===== src/ppcdec_pkg.sv =====
// package for the powerpc instruction decoder: decode tables and functions
package ppcdec_pkg;

  localparam int WordW = 32;
  localparam int OpW   = 8;
  localparam int TdataOutW = 48;

  localparam logic [5:0] Pri19 = 6'b010011;
  localparam logic [5:0] Pri31 = 6'b011111;
  localparam logic [5:0] Pri59 = 6'b111011;
  localparam logic [5:0] Pri63 = 6'b111111;
  localparam logic [OpW-1:0] OpUndef = 8'd0;
  localparam logic [OpW-1:0] OpSc = 8'd210;
  localparam logic [WordW-1:0] ScMask  = 32'hFC000002;
  localparam logic [WordW-1:0] ScMatch = 32'h44000002;

  typedef enum logic [1:0] {
    GATE_NONE = 2'd0,
    GATE_64   = 2'd1,
    GATE_32   = 2'd2
  } gate_t;

  typedef struct packed {
    logic            hit;
    logic [OpW-1:0]  op;
    gate_t           gate;
    logic            sup;
  } entry_t;

  localparam entry_t Miss = '{hit: 1'b0, op: OpUndef, gate: GATE_NONE, sup: 1'b0};

  function automatic entry_t mk(input int op, input gate_t g, input logic s);
    entry_t e;
    e.hit  = 1'b1;
    e.op   = OpW'(op);
    e.gate = g;
    e.sup  = s;
    return e;
  endfunction

  // primary opcode only
  function automatic entry_t pass_one(input logic [5:0] p);
    entry_t e;
    e = Miss;
    case (p)
      6'b000010: e = mk(1, GATE_64, 1'b0);
      6'b000011: e = mk(2, GATE_NONE, 1'b0);
      6'b000111: e = mk(3, GATE_NONE, 1'b0);
      6'b001000: e = mk(4, GATE_NONE, 1'b0);
      6'b001100: e = mk(5, GATE_NONE, 1'b0);
      6'b001101: e = mk(6, GATE_NONE, 1'b0);
      6'b001110: e = mk(7, GATE_NONE, 1'b0);
      6'b001111: e = mk(8, GATE_NONE, 1'b0);
      6'b010000: e = mk(9, GATE_NONE, 1'b0);
      6'b010010: e = mk(10, GATE_NONE, 1'b0);
      6'b010100: e = mk(11, GATE_NONE, 1'b0);
      6'b010101: e = mk(12, GATE_NONE, 1'b0);
      6'b010111: e = mk(13, GATE_NONE, 1'b0);
      6'b011000: e = mk(14, GATE_NONE, 1'b0);
      6'b011001: e = mk(15, GATE_NONE, 1'b0);
      6'b011010: e = mk(16, GATE_NONE, 1'b0);
      6'b011011: e = mk(17, GATE_NONE, 1'b0);
      6'b011100: e = mk(18, GATE_NONE, 1'b0);
      6'b011101: e = mk(19, GATE_NONE, 1'b0);
      6'b100000: e = mk(20, GATE_NONE, 1'b0);
      6'b100001: e = mk(21, GATE_NONE, 1'b0);
      6'b100010: e = mk(22, GATE_NONE, 1'b0);
      6'b100011: e = mk(23, GATE_NONE, 1'b0);
      6'b100100: e = mk(24, GATE_NONE, 1'b0);
      6'b100101: e = mk(25, GATE_NONE, 1'b0);
      6'b100110: e = mk(26, GATE_NONE, 1'b0);
      6'b100111: e = mk(27, GATE_NONE, 1'b0);
      6'b101000: e = mk(28, GATE_NONE, 1'b0);
      6'b101001: e = mk(29, GATE_NONE, 1'b0);
      6'b101010: e = mk(30, GATE_NONE, 1'b0);
      6'b101011: e = mk(31, GATE_NONE, 1'b0);
      6'b101100: e = mk(32, GATE_NONE, 1'b0);
      6'b101101: e = mk(33, GATE_NONE, 1'b0);
      6'b101110: e = mk(34, GATE_NONE, 1'b0);
      6'b101111: e = mk(35, GATE_NONE, 1'b0);
      6'b110000: e = mk(36, GATE_NONE, 1'b0);
      6'b110001: e = mk(37, GATE_NONE, 1'b0);
      6'b110010: e = mk(38, GATE_NONE, 1'b0);
      6'b110011: e = mk(39, GATE_NONE, 1'b0);
      6'b110100: e = mk(40, GATE_NONE, 1'b0);
      6'b110101: e = mk(41, GATE_NONE, 1'b0);
      6'b110110: e = mk(42, GATE_NONE, 1'b0);
      6'b110111: e = mk(43, GATE_NONE, 1'b0);
      6'b001010: e = mk(44, GATE_NONE, 1'b0);
      6'b001011: e = mk(45, GATE_NONE, 1'b0);
      default:   e = Miss;
    endcase
    return e;
  endfunction

  function automatic entry_t pass_two_19(input logic [9:0] x);
    entry_t e;
    e = Miss;
    case (x)
      10'b0000000000: e = mk(65, GATE_NONE, 1'b0);
      10'b0000010000: e = mk(66, GATE_NONE, 1'b0);
      10'b0000100001: e = mk(67, GATE_NONE, 1'b0);
      10'b0000110010: e = mk(68, GATE_NONE, 1'b0);
      10'b0010000001: e = mk(69, GATE_NONE, 1'b0);
      10'b0010010110: e = mk(70, GATE_NONE, 1'b0);
      10'b0011000001: e = mk(71, GATE_NONE, 1'b0);
      10'b0011100001: e = mk(72, GATE_NONE, 1'b0);
      10'b0100000001: e = mk(73, GATE_NONE, 1'b0);
      10'b0100100001: e = mk(74, GATE_NONE, 1'b0);
      10'b0110100001: e = mk(75, GATE_NONE, 1'b0);
      10'b0111000001: e = mk(76, GATE_NONE, 1'b0);
      10'b1000010000: e = mk(77, GATE_NONE, 1'b0);
      default:        e = Miss;
    endcase
    return e;
  endfunction

  function automatic entry_t pass_two_31(input logic [9:0] x);
    entry_t e;
    e = Miss;
    case (x)
      10'b0000001001: e = mk(46, GATE_64, 1'b0);
      10'b0000010101: e = mk(47, GATE_64, 1'b0);
      10'b0000011011: e = mk(48, GATE_64, 1'b0);
      10'b0000110101: e = mk(49, GATE_64, 1'b0);
      10'b0000111010: e = mk(50, GATE_64, 1'b0);
      10'b0001000100: e = mk(51, GATE_64, 1'b0);
      10'b0001001001: e = mk(52, GATE_64, 1'b0);
      10'b0001010100: e = mk(53, GATE_64, 1'b0);
      10'b0010010101: e = mk(54, GATE_64, 1'b0);
      10'b0010110101: e = mk(55, GATE_64, 1'b0);
      10'b0011101001: e = mk(56, GATE_64, 1'b0);
      10'b1011101001: e = mk(56, GATE_64, 1'b0);
      10'b0101010101: e = mk(57, GATE_64, 1'b0);
      10'b0101110101: e = mk(58, GATE_64, 1'b0);
      10'b0110110010: e = mk(59, GATE_64, 1'b0);
      10'b0111001001: e = mk(60, GATE_64, 1'b0);
      10'b1111001001: e = mk(60, GATE_64, 1'b0);
      10'b0111101001: e = mk(61, GATE_64, 1'b0);
      10'b1111101001: e = mk(61, GATE_64, 1'b0);
      10'b1000011011: e = mk(62, GATE_64, 1'b0);
      10'b1100011010: e = mk(63, GATE_64, 1'b0);
      10'b1111011010: e = mk(64, GATE_64, 1'b0);
      10'b0000000000: e = mk(78, GATE_NONE, 1'b0);
      10'b0000000100: e = mk(79, GATE_NONE, 1'b0);
      10'b0000001000: e = mk(80, GATE_NONE, 1'b0);
      10'b1000001000: e = mk(80, GATE_NONE, 1'b0);
      10'b0000001010: e = mk(81, GATE_NONE, 1'b0);
      10'b1000001010: e = mk(81, GATE_NONE, 1'b0);
      10'b0000001011: e = mk(82, GATE_NONE, 1'b0);
      10'b0000010011: e = mk(83, GATE_NONE, 1'b0);
      10'b0000010100: e = mk(84, GATE_NONE, 1'b0);
      10'b0000010111: e = mk(85, GATE_NONE, 1'b0);
      10'b0000011000: e = mk(86, GATE_NONE, 1'b0);
      10'b0000011010: e = mk(87, GATE_NONE, 1'b0);
      10'b0000011100: e = mk(88, GATE_NONE, 1'b0);
      10'b0000100000: e = mk(89, GATE_NONE, 1'b0);
      10'b0000101000: e = mk(90, GATE_NONE, 1'b0);
      10'b1000101000: e = mk(90, GATE_NONE, 1'b0);
      10'b0000110110: e = mk(91, GATE_NONE, 1'b0);
      10'b0000110111: e = mk(92, GATE_NONE, 1'b0);
      10'b0000111100: e = mk(93, GATE_NONE, 1'b0);
      10'b0001001011: e = mk(94, GATE_NONE, 1'b0);
      10'b0001010011: e = mk(95, GATE_NONE, 1'b0);
      10'b0001010110: e = mk(96, GATE_NONE, 1'b0);
      10'b0001010111: e = mk(97, GATE_NONE, 1'b0);
      10'b0001101000: e = mk(98, GATE_NONE, 1'b0);
      10'b1001101000: e = mk(98, GATE_NONE, 1'b0);
      10'b0001110111: e = mk(99, GATE_NONE, 1'b0);
      10'b0001111100: e = mk(100, GATE_NONE, 1'b0);
      10'b0010001000: e = mk(101, GATE_NONE, 1'b0);
      10'b1010001000: e = mk(101, GATE_NONE, 1'b0);
      10'b0010001010: e = mk(102, GATE_NONE, 1'b0);
      10'b1010001010: e = mk(102, GATE_NONE, 1'b0);
      10'b0010010000: e = mk(103, GATE_NONE, 1'b0);
      10'b0010010010: e = mk(104, GATE_NONE, 1'b0);
      10'b0010010111: e = mk(105, GATE_NONE, 1'b0);
      10'b0010110111: e = mk(106, GATE_NONE, 1'b0);
      10'b0011001000: e = mk(107, GATE_NONE, 1'b0);
      10'b1011001000: e = mk(107, GATE_NONE, 1'b0);
      10'b0011001010: e = mk(108, GATE_NONE, 1'b0);
      10'b1011001010: e = mk(108, GATE_NONE, 1'b0);
      10'b0011010111: e = mk(109, GATE_NONE, 1'b0);
      10'b0011101000: e = mk(110, GATE_NONE, 1'b0);
      10'b1011101000: e = mk(110, GATE_NONE, 1'b0);
      10'b0011101010: e = mk(111, GATE_NONE, 1'b0);
      10'b1011101010: e = mk(111, GATE_NONE, 1'b0);
      10'b0011101011: e = mk(112, GATE_NONE, 1'b0);
      10'b1011101011: e = mk(112, GATE_NONE, 1'b0);
      10'b0011110110: e = mk(113, GATE_NONE, 1'b0);
      10'b0011110111: e = mk(114, GATE_NONE, 1'b0);
      10'b0100001010: e = mk(115, GATE_NONE, 1'b0);
      10'b1100001010: e = mk(115, GATE_NONE, 1'b0);
      10'b0100010110: e = mk(116, GATE_NONE, 1'b0);
      10'b0100010111: e = mk(117, GATE_NONE, 1'b0);
      10'b0100011100: e = mk(118, GATE_NONE, 1'b0);
      10'b0100110110: e = mk(119, GATE_NONE, 1'b0);
      10'b0100110111: e = mk(120, GATE_NONE, 1'b0);
      10'b0100111100: e = mk(121, GATE_NONE, 1'b0);
      10'b0101010111: e = mk(122, GATE_NONE, 1'b0);
      10'b0101110011: e = mk(123, GATE_NONE, 1'b0);
      10'b0101110111: e = mk(124, GATE_NONE, 1'b0);
      10'b0110010111: e = mk(125, GATE_NONE, 1'b0);
      10'b0110011100: e = mk(126, GATE_NONE, 1'b0);
      10'b0110110110: e = mk(127, GATE_NONE, 1'b0);
      10'b0110110111: e = mk(128, GATE_NONE, 1'b0);
      10'b0110111100: e = mk(129, GATE_NONE, 1'b0);
      10'b0111001011: e = mk(130, GATE_NONE, 1'b0);
      10'b1111001011: e = mk(130, GATE_NONE, 1'b0);
      10'b0111010110: e = mk(131, GATE_NONE, 1'b0);
      10'b0111011100: e = mk(132, GATE_NONE, 1'b0);
      10'b0111101011: e = mk(133, GATE_NONE, 1'b0);
      10'b1111101011: e = mk(133, GATE_NONE, 1'b0);
      10'b1000000000: e = mk(134, GATE_NONE, 1'b0);
      10'b1000010101: e = mk(135, GATE_NONE, 1'b0);
      10'b1000010110: e = mk(136, GATE_NONE, 1'b0);
      10'b1000010111: e = mk(137, GATE_NONE, 1'b0);
      10'b1000011000: e = mk(138, GATE_NONE, 1'b0);
      10'b1000110111: e = mk(139, GATE_NONE, 1'b0);
      10'b1001010101: e = mk(140, GATE_NONE, 1'b0);
      10'b1001010110: e = mk(141, GATE_NONE, 1'b0);
      10'b1001010111: e = mk(142, GATE_NONE, 1'b0);
      10'b1001110111: e = mk(143, GATE_NONE, 1'b0);
      10'b1010010101: e = mk(144, GATE_NONE, 1'b0);
      10'b1010010110: e = mk(145, GATE_NONE, 1'b0);
      10'b1010010111: e = mk(146, GATE_NONE, 1'b0);
      10'b1010110111: e = mk(147, GATE_NONE, 1'b0);
      10'b1011010101: e = mk(148, GATE_NONE, 1'b0);
      10'b1011010111: e = mk(149, GATE_NONE, 1'b0);
      10'b1011110111: e = mk(150, GATE_NONE, 1'b0);
      10'b1100010110: e = mk(151, GATE_NONE, 1'b0);
      10'b1100011000: e = mk(152, GATE_NONE, 1'b0);
      10'b1100111000: e = mk(153, GATE_NONE, 1'b0);
      10'b1101010110: e = mk(154, GATE_NONE, 1'b0);
      10'b1110010110: e = mk(155, GATE_NONE, 1'b0);
      10'b1110011010: e = mk(156, GATE_NONE, 1'b0);
      10'b1110111010: e = mk(157, GATE_NONE, 1'b0);
      10'b1111010110: e = mk(158, GATE_NONE, 1'b0);
      10'b1111010111: e = mk(159, GATE_NONE, 1'b0);
      10'b1111110110: e = mk(160, GATE_NONE, 1'b0);
      10'b0101010011: e = mk(179, GATE_NONE, 1'b0);
      10'b0111010011: e = mk(180, GATE_NONE, 1'b0);
      10'b0011010010: e = mk(181, GATE_32, 1'b1);
      10'b0011110010: e = mk(182, GATE_32, 1'b1);
      10'b1001010011: e = mk(183, GATE_32, 1'b1);
      10'b1010010011: e = mk(184, GATE_32, 1'b1);
      10'b0111110010: e = mk(185, GATE_64, 1'b1);
      10'b0100110010: e = mk(186, GATE_NONE, 1'b1);
      10'b0101110010: e = mk(187, GATE_NONE, 1'b1);
      10'b1000110110: e = mk(188, GATE_NONE, 1'b1);
      default:        e = Miss;
    endcase
    return e;
  endfunction

  function automatic entry_t pass_two_63(input logic [9:0] x);
    entry_t e;
    e = Miss;
    case (x)
      10'b0000000000: e = mk(161, GATE_NONE, 1'b0);
      10'b0000001100: e = mk(162, GATE_NONE, 1'b0);
      10'b0000001110: e = mk(163, GATE_NONE, 1'b0);
      10'b0000001111: e = mk(164, GATE_NONE, 1'b0);
      10'b0000100000: e = mk(165, GATE_NONE, 1'b0);
      10'b0000100110: e = mk(166, GATE_NONE, 1'b0);
      10'b0000101000: e = mk(167, GATE_NONE, 1'b0);
      10'b0001000000: e = mk(168, GATE_NONE, 1'b0);
      10'b0001000110: e = mk(169, GATE_NONE, 1'b0);
      10'b0001001000: e = mk(170, GATE_NONE, 1'b0);
      10'b0010000110: e = mk(171, GATE_NONE, 1'b0);
      10'b0010001000: e = mk(172, GATE_NONE, 1'b0);
      10'b0100001000: e = mk(173, GATE_NONE, 1'b0);
      10'b1001000111: e = mk(174, GATE_NONE, 1'b0);
      10'b1011000111: e = mk(175, GATE_NONE, 1'b0);
      10'b1100101110: e = mk(176, GATE_NONE, 1'b0);
      10'b1100101111: e = mk(177, GATE_NONE, 1'b0);
      10'b1101001110: e = mk(178, GATE_NONE, 1'b0);
      default:        e = Miss;
    endcase
    return e;
  endfunction

  function automatic entry_t pass_three_59(input logic [4:0] x);
    entry_t e;
    e = Miss;
    case (x)
      5'b10010: e = mk(189, GATE_NONE, 1'b0);
      5'b10100: e = mk(190, GATE_NONE, 1'b0);
      5'b10101: e = mk(191, GATE_NONE, 1'b0);
      5'b11001: e = mk(192, GATE_NONE, 1'b0);
      5'b11100: e = mk(193, GATE_NONE, 1'b0);
      5'b11101: e = mk(194, GATE_NONE, 1'b0);
      5'b11110: e = mk(195, GATE_NONE, 1'b0);
      5'b11111: e = mk(196, GATE_NONE, 1'b0);
      5'b10110: e = mk(205, GATE_64, 1'b0);
      5'b11000: e = mk(206, GATE_64, 1'b0);
      default:  e = Miss;
    endcase
    return e;
  endfunction

  function automatic entry_t pass_three_63(input logic [4:0] x);
    entry_t e;
    e = Miss;
    case (x)
      5'b10010: e = mk(197, GATE_NONE, 1'b0);
      5'b10100: e = mk(198, GATE_NONE, 1'b0);
      5'b10101: e = mk(199, GATE_NONE, 1'b0);
      5'b11001: e = mk(200, GATE_NONE, 1'b0);
      5'b11100: e = mk(201, GATE_NONE, 1'b0);
      5'b11101: e = mk(202, GATE_NONE, 1'b0);
      5'b11110: e = mk(203, GATE_NONE, 1'b0);
      5'b11111: e = mk(204, GATE_NONE, 1'b0);
      5'b10110: e = mk(207, GATE_NONE, 1'b0);
      5'b10111: e = mk(208, GATE_NONE, 1'b0);
      5'b11010: e = mk(209, GATE_NONE, 1'b0);
      default:  e = Miss;
    endcase
    return e;
  endfunction

endpackage


===== src/powerpc_instruction_decoder_unit.sv =====
// powerpc instruction decoder: input register, table decode, result register
//
// channel   dir  payload
// s_axis    in   tdata[31:0] instruction_word
// m_axis    out  tdata[7:0] operation, [8] supervisor_only, [40:9] word_out
// cfg       in   data: model_is_64bit
//
// one word per cycle while m_axis_tready keeps up; each word passes the input register, then the result register
// the table decode sits between the input register and the result register
// rst clears both valid bits and model_is_64bit
// each stage holds while the one after it is full and stalled
module powerpc_instruction_decoder_unit (
  input  logic                                clk,
  input  logic                                rst,
  input  logic                                s_axis_tvalid,
  output logic                                s_axis_tready,
  input  logic [ppcdec_pkg::WordW-1:0]        s_axis_tdata,  // instruction_word
  output logic                                m_axis_tvalid,
  input  logic                                m_axis_tready,
  // operation, supervisor_only, word_out
  output logic [ppcdec_pkg::TdataOutW-1:0]    m_axis_tdata,
  input  logic                                cfg_valid,
  output logic                                cfg_ready,
  input  logic                                cfg_data
);
  import ppcdec_pkg::*;

  logic             model_is_64bit;
  logic             in_valid;
  logic [WordW-1:0] in_word;
  logic             out_valid;
  logic [OpW-1:0]   out_op;
  logic             out_sup;
  logic [WordW-1:0] out_word;

  logic             out_load;
  logic             in_load;
  entry_t           e1, e2, e3, hit;
  logic [OpW-1:0]   op_next;
  logic             sup_next;
  logic [5:0]       pri;
  logic             gate_fail;

  assign cfg_ready     = 1'b1;
  assign out_load      = !out_valid || m_axis_tready;
  assign in_load       = !in_valid || out_load;
  assign s_axis_tready = in_load;
  assign m_axis_tvalid = out_valid;
  assign m_axis_tdata  = {7'd0, out_word, out_sup, out_op};

  assign pri = in_word[31:26];

  always_comb begin
    e1 = pass_one(pri);
    case (pri)
      Pri19:   e2 = pass_two_19(in_word[10:1]);
      Pri31:   e2 = pass_two_31(in_word[10:1]);
      Pri63:   e2 = pass_two_63(in_word[10:1]);
      default: e2 = Miss;
    endcase
    case (pri)
      Pri59:   e3 = pass_three_59(in_word[5:1]);
      Pri63:   e3 = pass_three_63(in_word[5:1]);
      default: e3 = Miss;
    endcase
    if (e1.hit) begin
      hit = e1;
    end else if (e2.hit) begin
      hit = e2;
    end else begin
      hit = e3;
    end
    gate_fail = (hit.gate == GATE_64 && !model_is_64bit) ||
                (hit.gate == GATE_32 && model_is_64bit);
    if (hit.hit) begin
      op_next  = gate_fail ? OpUndef : hit.op;
      sup_next = gate_fail ? 1'b0 : hit.sup;
    end else if ((in_word & ScMask) == ScMatch) begin
      op_next  = OpSc;
      sup_next = 1'b0;
    end else begin
      op_next  = OpUndef;
      sup_next = 1'b0;
    end
  end

  always_ff @(posedge clk) begin
    if (rst) begin
      model_is_64bit <= 1'b0;
      in_valid       <= 1'b0;
      out_valid      <= 1'b0;
    end else begin
      if (cfg_valid) begin
        model_is_64bit <= cfg_data;
      end
      if (in_load) begin
        in_valid <= s_axis_tvalid;
      end
      if (out_load) begin
        out_valid <= in_valid;
      end
    end
  end

  always_ff @(posedge clk) begin
    if (in_load && s_axis_tvalid) begin
      in_word <= s_axis_tdata;
    end
    if (out_load && in_valid) begin
      out_op   <= op_next;
      out_sup  <= sup_next;
      out_word <= in_word;
    end
  end

  a_sup_needs_op: assert property (@(posedge clk) disable iff (rst)
    out_valid && out_sup |-> out_op != OpUndef) else $error("sup without op");
  a_word_passes: assert property (@(posedge clk) disable iff (rst)
    in_valid && out_load |=> out_word == $past(in_word)) else $error("word lost");
  a_hold: assert property (@(posedge clk) disable iff (rst)
    out_valid && !m_axis_tready |=> out_valid && $stable(out_op)) else $error("result dropped");
  a_range: assert property (@(posedge clk) disable iff (rst)
    out_valid |-> out_op <= OpSc) else $error("op out of range");

endmodule


===== config.mk =====
export PLATFORM = sky130hd
export DESIGN_NAME = powerpc_instruction_decoder_unit
export DESIGN_NICKNAME = d
export VERILOG_FILES = /design/src/ppcdec_pkg.sv /design/src/powerpc_instruction_decoder_unit.sv
export SDC_FILE = /design/constraint.sdc
export NUM_CORES = 1
export LEC_CHECK = 0
export BUFFER_PORTS_ARGS = -buffer_cell sky130_fd_sc_hd__buf_2
export CAP_MARGIN = 10
export CORE_MARGIN = 5
export CORE_UTILIZATION = 30
export DETAILED_ROUTE_END_ITERATION = 8
export PLACE_DENSITY = 0.59
export SYNTH_ARGS = -nofsm -noshare
export SYNTH_HDL_FRONTEND = slang
export SYNTH_SLANG_ARGS = --single-unit

===== constraint.sdc =====
create_clock -name clk -period 11.7 [get_ports clk]
set_input_delay 2.34 -clock clk [delete_from_list [all_inputs] [get_ports clk]]
set_output_delay 2.34 -clock clk [all_outputs]
set_load 0.02 [all_outputs]

# == Yosys cells after proc, flatten, opt, wreduce, memory -nomap -nowiden ==
# Memory sizes are Yosys's and may differ from the RTL's. A register that Yosys moved wholly into a read port is not among the register bits.
# Index checks and enable logic that the tools add are counted.
# word_totals
reg_bits,76
mem_bits_ro,1088
word_cells,214
n_memories,3
# memory_table
memory,words,width,read_ports,rd_clocked_by_memory_dff,write_ports,line,source
(no name shown),64,8,1,1,0,ppcdec_pkg.sv:45,case (p)
(no name shown),32,10,1,1,0,ppcdec_pkg.sv:286,case (x)
(no name shown),32,8,1,1,0,ppcdec_pkg.sv:305,case (x)
# classes
n_eq_ne,161
muxes,13
bitwise_logic,1
reduce_logical,29
# op_table
cell,n
case mux 12 bit (112 select lines),1
"equality test 10 bit, second input constant",56
"equality test 10 x 9 -> 1 bit, second input constant",34
"equality test 10 x 8 -> 1 bit, second input constant",24
case mux 12 bit (18 select lines),1
case mux 12 bit (13 select lines),1
"equality test 10 x 7 -> 1 bit, second input constant",13
"equality test 10 x 6 -> 1 bit, second input constant",10
"equality test 10 x 5 -> 1 bit, second input constant",9
"equality test 10 x 4 -> 1 bit, second input constant",7
case mux 12 bit (3 select lines),1
OR reduction 2 bit,18
two-way mux 12 bit,2
two-way mux 8 bit,3
case mux 12 bit (2 select lines),1
"equality test 6 x 5 -> 1 bit, second input constant",2
"equality test 6 bit, second input constant",2
"equality test 10 x 3 -> 1 bit, second input constant",1
zero test 10 bit,1
two-way mux 5 bit,2
"equality test 7 x 6 -> 1 bit, second input constant",1
two-way mux 6 bit,1
logical AND 1 bit,4
zero test 1 bit,3
other kinds (4),6

# == Logic depth before layout (Yosys ltp) ==
# Gate-level depths: netlist of the first run.
# depth
depth_word,11
depth_mapped,12
mapped_depth_nobuf,10

# == Worst setup path after synthesis of the first run ==
# Ideal clock, no wire load.
# synth_path
path_kind,input port to flip-flop
start,input m_axis_tready
end,register out_op[0] (enable)
setup_time_ps,502
arrival_time_ps,5392
required_ps,11198
path_slack_ps,5806
stages,2
cell_sequence,inv_1 > a21boi_0
# synth_via
elab_chain_cells,2
# synth_lines
element,line,source
start: declaration,powerpc_instruction_decoder_unit.sv:19,"input logic m_axis_tready,"
logical OR 1 bit,powerpc_instruction_decoder_unit.sv:45,assign out_load = !out_valid || m_axis_tready;
logical AND 1 bit,powerpc_instruction_decoder_unit.sv:109,if (out_load && in_valid) begin
end signal: assignment,powerpc_instruction_decoder_unit.sv:110,out_op <= op_next;
end: declaration,powerpc_instruction_decoder_unit.sv:32,logic [OpW-1:0] out_op;
# No other way between the ends.
# A chain may end at the register's enable or synchronous reset.

# == Final worst setup path of the first run ==
# layout_path
start,input m_axis_tready
end,output s_axis_tready
# layout_via
elab_chain_cells,2
# layout_lines
element,line,source
logical OR 1 bit,powerpc_instruction_decoder_unit.sv:45,
logical OR 1 bit,powerpc_instruction_decoder_unit.sv:46,assign in_load = !in_valid || out_load;
end: declaration,powerpc_instruction_decoder_unit.sv:16,"output logic s_axis_tready,"
# No other way between the ends.

==> impl_metrics.ini, run 1 <==
[synthesis]
netlist_area_mm2 = 0.00703
syn_avg_cell_area_um2 = 9.15
syn_inst = 768
dominantRegCellSynth = edfxtp_1
synth-async-reset-ratio_pct = 0
ys_ff_latch = 98
synth_enable_flop_cells = 73
seq_area_frac_synth_pct = 38.3
ys_types = 92
yosysWarningCount = 0

[cts]
hold_buffers = 0
clock-root-buffer = clkbuf_16
htree_num_levels = 3
insertion_delay_ns = 0.36
cts_tree = built
cts_sinks = 98
post_cts_buffers = 0
cts.clk_slew.worst_paths_ns = 0.06
cts_buffers = 9
clockBufferDepth = 2
postCtsResizedCells = 0

[sta]
clock_skew_ns = 0.00990
fmax_ghz = 0.194
min_period_ns = 5.16
tightest_slew_ns = 1.02
rsz0062_at_grt = no
setup_violations = 0
fin_crit_sh_pct = 44.1
finalWorstSetupSlack_ns = 6.54
hold_viol = 0
fin_tns_setup_ns = 0
slew_headroom_pct = 31.5
drv_slew = 0

[placed_design]
port_buffers = 80
dp_hpwl_mm = 18.6
dp_slack_ns = 6.56
globalplace.congestion = 0.997
dp_cells = 1125

[die]
core-area_mm2 = 0.0233
initial_utilization_pct = 30.2
die_h_um = 163
die_area_mm2 = 0.0266
rows = 56
ioPinCount = 89
die_w_um = 163

[power]
p_per_area_mw_per_mm2 = 112
p_leak_nw = 2.74
irDropWorstVdd_v = 0.0000626

[critical_path]
critPathBufInv = 2
path_common_cell = buf_2
arrival_ns = 2.82
max_stage_delay_ns = 0.19
crit_path_max_fanout = 3
crit_start = m_axis_tready
crit_chain = buf_2 -> nand3b_1 -> buf_2
setup.worst_path.start_class = input port
reg2reg_from = in_word[2]
critPathTopFamily = buffers and inverters
crit_slowest_cell = nand3b_1
cp-end-kind = output pin
crit_required_ns = 9.36
path_class = in -> out

[drt]
first_pass_iters = 6
drt_iter0_drc = 896
routed_wl_mm = 26.2
num_vias = 6806
detail_route.wl_per_cell_um = 22.9
ant_nets = 0
drc = 0
via_per_inst = 5.96

[global_routing]
grtUsageTotal_pct = 19.3
grt_max_degree = 47
first_global_vias = 6412
grt_pass1_wl_mm = 39.6
antenna_found_initial = 0
grt-ovfl-total = 0

[worst_hold_path]
min-delay-start = in_word[15]
hp-class = reg -> reg

[finish]
multi_input_area_mm2 = 0.00386
areaGrowthSynthToFinish_pct = 11.8
drive_gt1_share_pct = 18.4
fill_cells = 2421
fin_nets = 871
final-instance-count-excl-fill = 1141
seq_area_mm2 = 0.00269
diodes = 0

[run]
maxCapViolations = 0

[run_status]
outcome = finished, final reports clean
-- worst reg2reg max path: stages (launching register included) --
cell and delay [ns]:
edfxtp_1 0.99, buf_4 0.38, nand4b_2 0.38, nor3_1 0.81, o21ai_0 0.32, nor4b_2 0.27, o21ai_0 0.37, o22ai_1 0.17
o32ai_1 0.37, o21ai_1 0.14
-- synthesized netlist by cell type (5+ instances only) --
cell | instances | area (um^2)
inv_1 | 17 | 63.8
o22ai_1 | 9 | 56.3
a211oi_1 | 14 | 105
nor2b_1 | 15 | 93.8
nand2_1 | 54 | 203
a32oi_1 | 5 | 43.8
a31oi_1 | 16 | 100
and3_1 | 5 | 31.3
nor4_1 | 19 | 119
mux2i_1 | 15 | 150
nor4bb_1 | 5 | 50.1
a22oi_1 | 6 | 45.0
nand2b_1 | 12 | 75.1
nand3_1 | 29 | 145
nand3b_1 | 6 | 45.0
o211ai_1 | 7 | 52.6
nor4b_1 | 5 | 43.8
edfxtp_1 | 73 | 2190
dfxtp_1 | 25 | 500
nand4bb_1 | 6 | 67.6
a21oi_1 | 41 | 205
o32ai_1 | 6 | 52.6
nor2_1 | 74 | 278
buf_4 | 20 | 150
buf_2 | 18 | 90.1
o21ai_0 | 39 | 195
or3_1 | 7 | 43.8
nor3_1 | 41 | 205
nor3b_1 | 5 | 37.5
mux2_2 | 7 | 78.8
buf_6 | 12 | 135
ha_1 | 16 | 200
clkbuf_1 | 13 | 48.8
a221oi_1 | 5 | 43.8
nand4_1 | 14 | 87.6
-- final timing paths --
check                                endpoint  slack (ns)  cells past startpoint
worst min-delay path             out_word[15]        0.42                      0
worst max register to register      out_op[1]        7.25                      9
worst min register to register   out_word[15]        0.42                      0
worst max-delay path            s_axis_tready        6.54                      3
-- per-layer routing --
metal	track usage, %	vias up	routed length [um]
met5	0	-	0
met3	4.21	95	2450
met1	26.3	3216	10900
met2	29.5	460	11600
met4	8.54	0	1250
li1	-	3035	-
-- power by group --
part | switching, mW | internal [mW] | leakage, nW
clock network | 0.132 | 0.159 | 0.150
logic | 0.121 | 0.0541 | 1.69
registers | 0.0126 | 0.399 | 0.903
total | 0.265 | 0.612 | 2.74
-- stage by stage --
stage                     utilization [%]  power [mW]  cell area, um^2  hold slack (ns)
after floorplan                         -       0.540             7050            0.400
after global placement               32.5       0.591             7560            0.400
after detailed placement             32.5       0.590             7560            0.406
after CTS                            33.8       0.880             7860            0.421
after global routing                 33.8       0.918             7860            0.426
final                                33.8       0.878             7860            0.418
-- kinds of logic after synthesis --
family	synth area share (%)
AND/OR/NAND/NOR	26.9
AO/OA/AOI/OAI	20.4
flip-flops	38.3
buffers and inverters	7.21
multiplexers	3.26
adder cells (fa/ha/maj)	2.99
XOR/XNOR	0.873
other	0.107
-- final cells by class --
type | instances | share of cell area (%)
multi-input cells | 591 | 49.1
flip-flops and latches | 98 | 34.3
repair buffers | 99 | 6.91
well taps | 319 | 5.08
clock buffers | 10 | 3.18
inverters | 18 | 0.860
clock inverters | 6 | 0.573
-- cell usage in the layout (no fill, tap or decap), drive strengths merged, types with 17 or more instances in the layout --
cell type,n
buf,99
nor2,75
edfxtp,73
nand2,54
o21ai,43
nor3,41
a21oi,41
nand3,30
dfxtp,25
nor4,21
inv,20
a31oi,17
No activity file was read; power rests on OpenSTA's default activity.
==> run 2, diff against run 1 <==
Settings changed: ABC_AREA set to 1.
Clock period 11.7 ns to 4.9 ns, I/O delays scaled along.
==> run 2 against run 1 <==
Against the previous run:
- total power grew 130%
- combinational power grew 82%
- clock-buffer cell count shrank 1
- die area shrank 1.7%
- clock skew grew 0.0011 ns
- via count grew 4.4%
- wire length shrank 3.9%
- flip-flop and latch count is the same
- synthesized cell count grew 29%
- utilization grew 1.1 points
- synthesized area shrank 1.8%
- critical path type is now in -> reg
- highest routed layer unchanged
==> impl_metrics.ini, run 2 <==
[finish]
final_cell_mix = 274 x nand2_1, 176 x nor2_1, 109 x nand3_1
post-route-util_pct = 34.9
areaGrowthSynthToFinish_pct = 14.6
drive_gt1_share_pct = 15.7
mostFrequentLayoutCell = nand2_1
fill_cells = 2429
fin_nets = 1124
final_area_mm2 = 0.00791
diodes = 0

[cts]
postCtsResizedCells = 0
cts_sinks = 98
insertion_delay_ns = 0.35
clock-root-buffer = clkbuf_16
cts_buffers = 9
post_cts_buffers = 0
cts.clk_slew.worst_paths_ns = 0.08
htree_num_levels = 3
clockBufferDepth = 2
hold_buffers = 0
cts_tree = built

[critical_path]
path_class = in -> reg
cp-end-kind = flop
crit_path_max_fanout = 22
setup.worst_path.start_class = input port
arrival_ns = 3.63
rr_worst_depth = 18
crit_required_ns = 5.10

[global_routing]
antenna_found_initial = 0
first_global_vias = 7113
grt_max_degree = 33
grtUsageTotal_pct = 19.2
grt-ovfl-total = 0
grt_pass1_wl_mm = 39.3

[die]
rows = 55
core-area_mm2 = 0.0226
die_h_um = 162
die_w_um = 162
ioPinCount = 89
initial_utilization_pct = 30.5
die_area_mm2 = 0.0261

[drt]
wl_met1_mm = 10.4
top_layer = met4
routed_wl_mm = 25.2
detail_route.wl_per_cell_um = 18.5
ant_nets = 0
via_per_inst = 5.22
num_vias = 7103
wl_met3_mm = 2.15
drc = 0
drt_iter0_drc = 818
first_pass_iters = 7
wl_met2_mm = 11.7

[placed_design]
port_buffers = 80
place_area_mm2 = 0.00760
globalplace.congestion = 0.999
dp_hpwl_mm = 19.8

[run]
maxCapViolations = 0

[worst_hold_path]
hold_depth = 0
hp-class = reg -> reg

[synthesis]
syn_avg_cell_area_um2 = 6.97
yosysMostFrequentCell = nand2_1
synth_area_leaders = edfxtp_1 32%, nand2_1 15%, nor2_1 9.6%
syn_inst = 990
seq_area_frac_synth_pct = 39.0
yosysWarningCount = 0
synth_top_area_share_pct = 31.8
dominantRegCellSynth = edfxtp_1
synth_top_cell_by_area = edfxtp_1
synth_enable_flop_cells = 73
ys_ff_latch = 98
synthTopCellsByCount = 274 x nand2_1, 176 x nor2_1, 109 x nand3_1
netlist_area_mm2 = 0.00690
synth-async-reset-ratio_pct = 0
ys_types = 48

[sta]
min_period_ns = 3.43
fmax_ghz = 0.292
clock_skew_ns = 0.0110
tightest_slew_ns = 1.05
hold_viol = 0
setup_violations = 0
slew_headroom_pct = 29.5
fin_hold_ws_ns = 0.419
fin_tns_setup_ns = 0
fin_crit_sh_pct = 70.0
drv_slew = 0
rsz0062_at_grt = no

[power]
p_leak_nw = 3.77
irDropWorstVdd_v = 0.000239
p_per_area_mw_per_mm2 = 254

[run_status]
outcome = finished, final reports clean
==> run 2: worst max-delay path, stage by stage <==
cell	delay [ns]
buf_2	0.09
inv_1	0.11
nand3_1	0.13
nand2_1	0.49
inv_1	0.13
or2_2	0.29
o21ai_0	0.28
inv_1	0.28
ha_1	0.31
nand2_1	0.12
a211oi_1	0.09
o31ai_1	0.21
o21ai_0	0.11
==> run 2: layer usage <==
layer	GRT usage [%]	up-vias
met2	31.7	352
met3	3.80	65
met1	24.5	3249
met4	8.38	0
li1	-	3437
met5	0	-
==> run 2: cell type report <==
| cell class | instances | area (um^2) | area share, % |
|---|---|---|---|
| Sequential cell | 98 | 2690 | 34.1 |
| Clock inverter | 7 | 81.3 | 1.03 |
| Clock buffer | 9 | 225 | 2.85 |
| Timing Repair Buffer | 90 | 475 | 6.01 |
| Inverter | 90 | 343 | 4.34 |
| Multi-Input combinational cell | 781 | 3730 | 47.2 |
| Tap cell | 285 | 357 | 4.51 |
==> run 2: path summary, 6_finish.rpt <==
| path | from | slack (ns) | to |
|---|---|---|---|
| worst min register to register | in_word[13] | 0.42 | out_word[13] |
| worst max register to register | in_word[6] | 1.57 | out_op[1] |
| worst max-delay path | m_axis_tready | 1.47 | e1[3] |
| worst min-delay path | in_word[13] | 0.42 | out_word[13] |
==> run 2: metrics by stage <==
step           total power [mW]  instances  setup WS [ns]
2_1_floorplan              1.21        996           1.36
3_3_place_gp               1.32       1344           1.16
3_5_place_dp               1.32       1344           1.12
4_1_cts                    2.03       1360           1.49
5_1_grt                    2.10       1360           1.18
6_report                   2.01       1360           1.47
==> run 2: cell families after synthesis <==
group,after synthesis,synth area share (%)
AND/OR/NAND/NOR,658,42.2
buffers and inverters,117,7.34
AO/OA/AOI/OAI,99,8.38
flip-flops,98,39.0
adder cells (fa/ha/maj),16,2.90
other,2,0.109
==> run 2: report_power, final <==
group          leakage, nW  switching [mW]  total [mW]  internal, mW
Sequential           0.911          0.0301       0.984         0.953
Combinational         2.71           0.234       0.318        0.0842
Clock                0.150           0.343       0.708         0.365
Total                 3.77           0.607        2.01          1.40
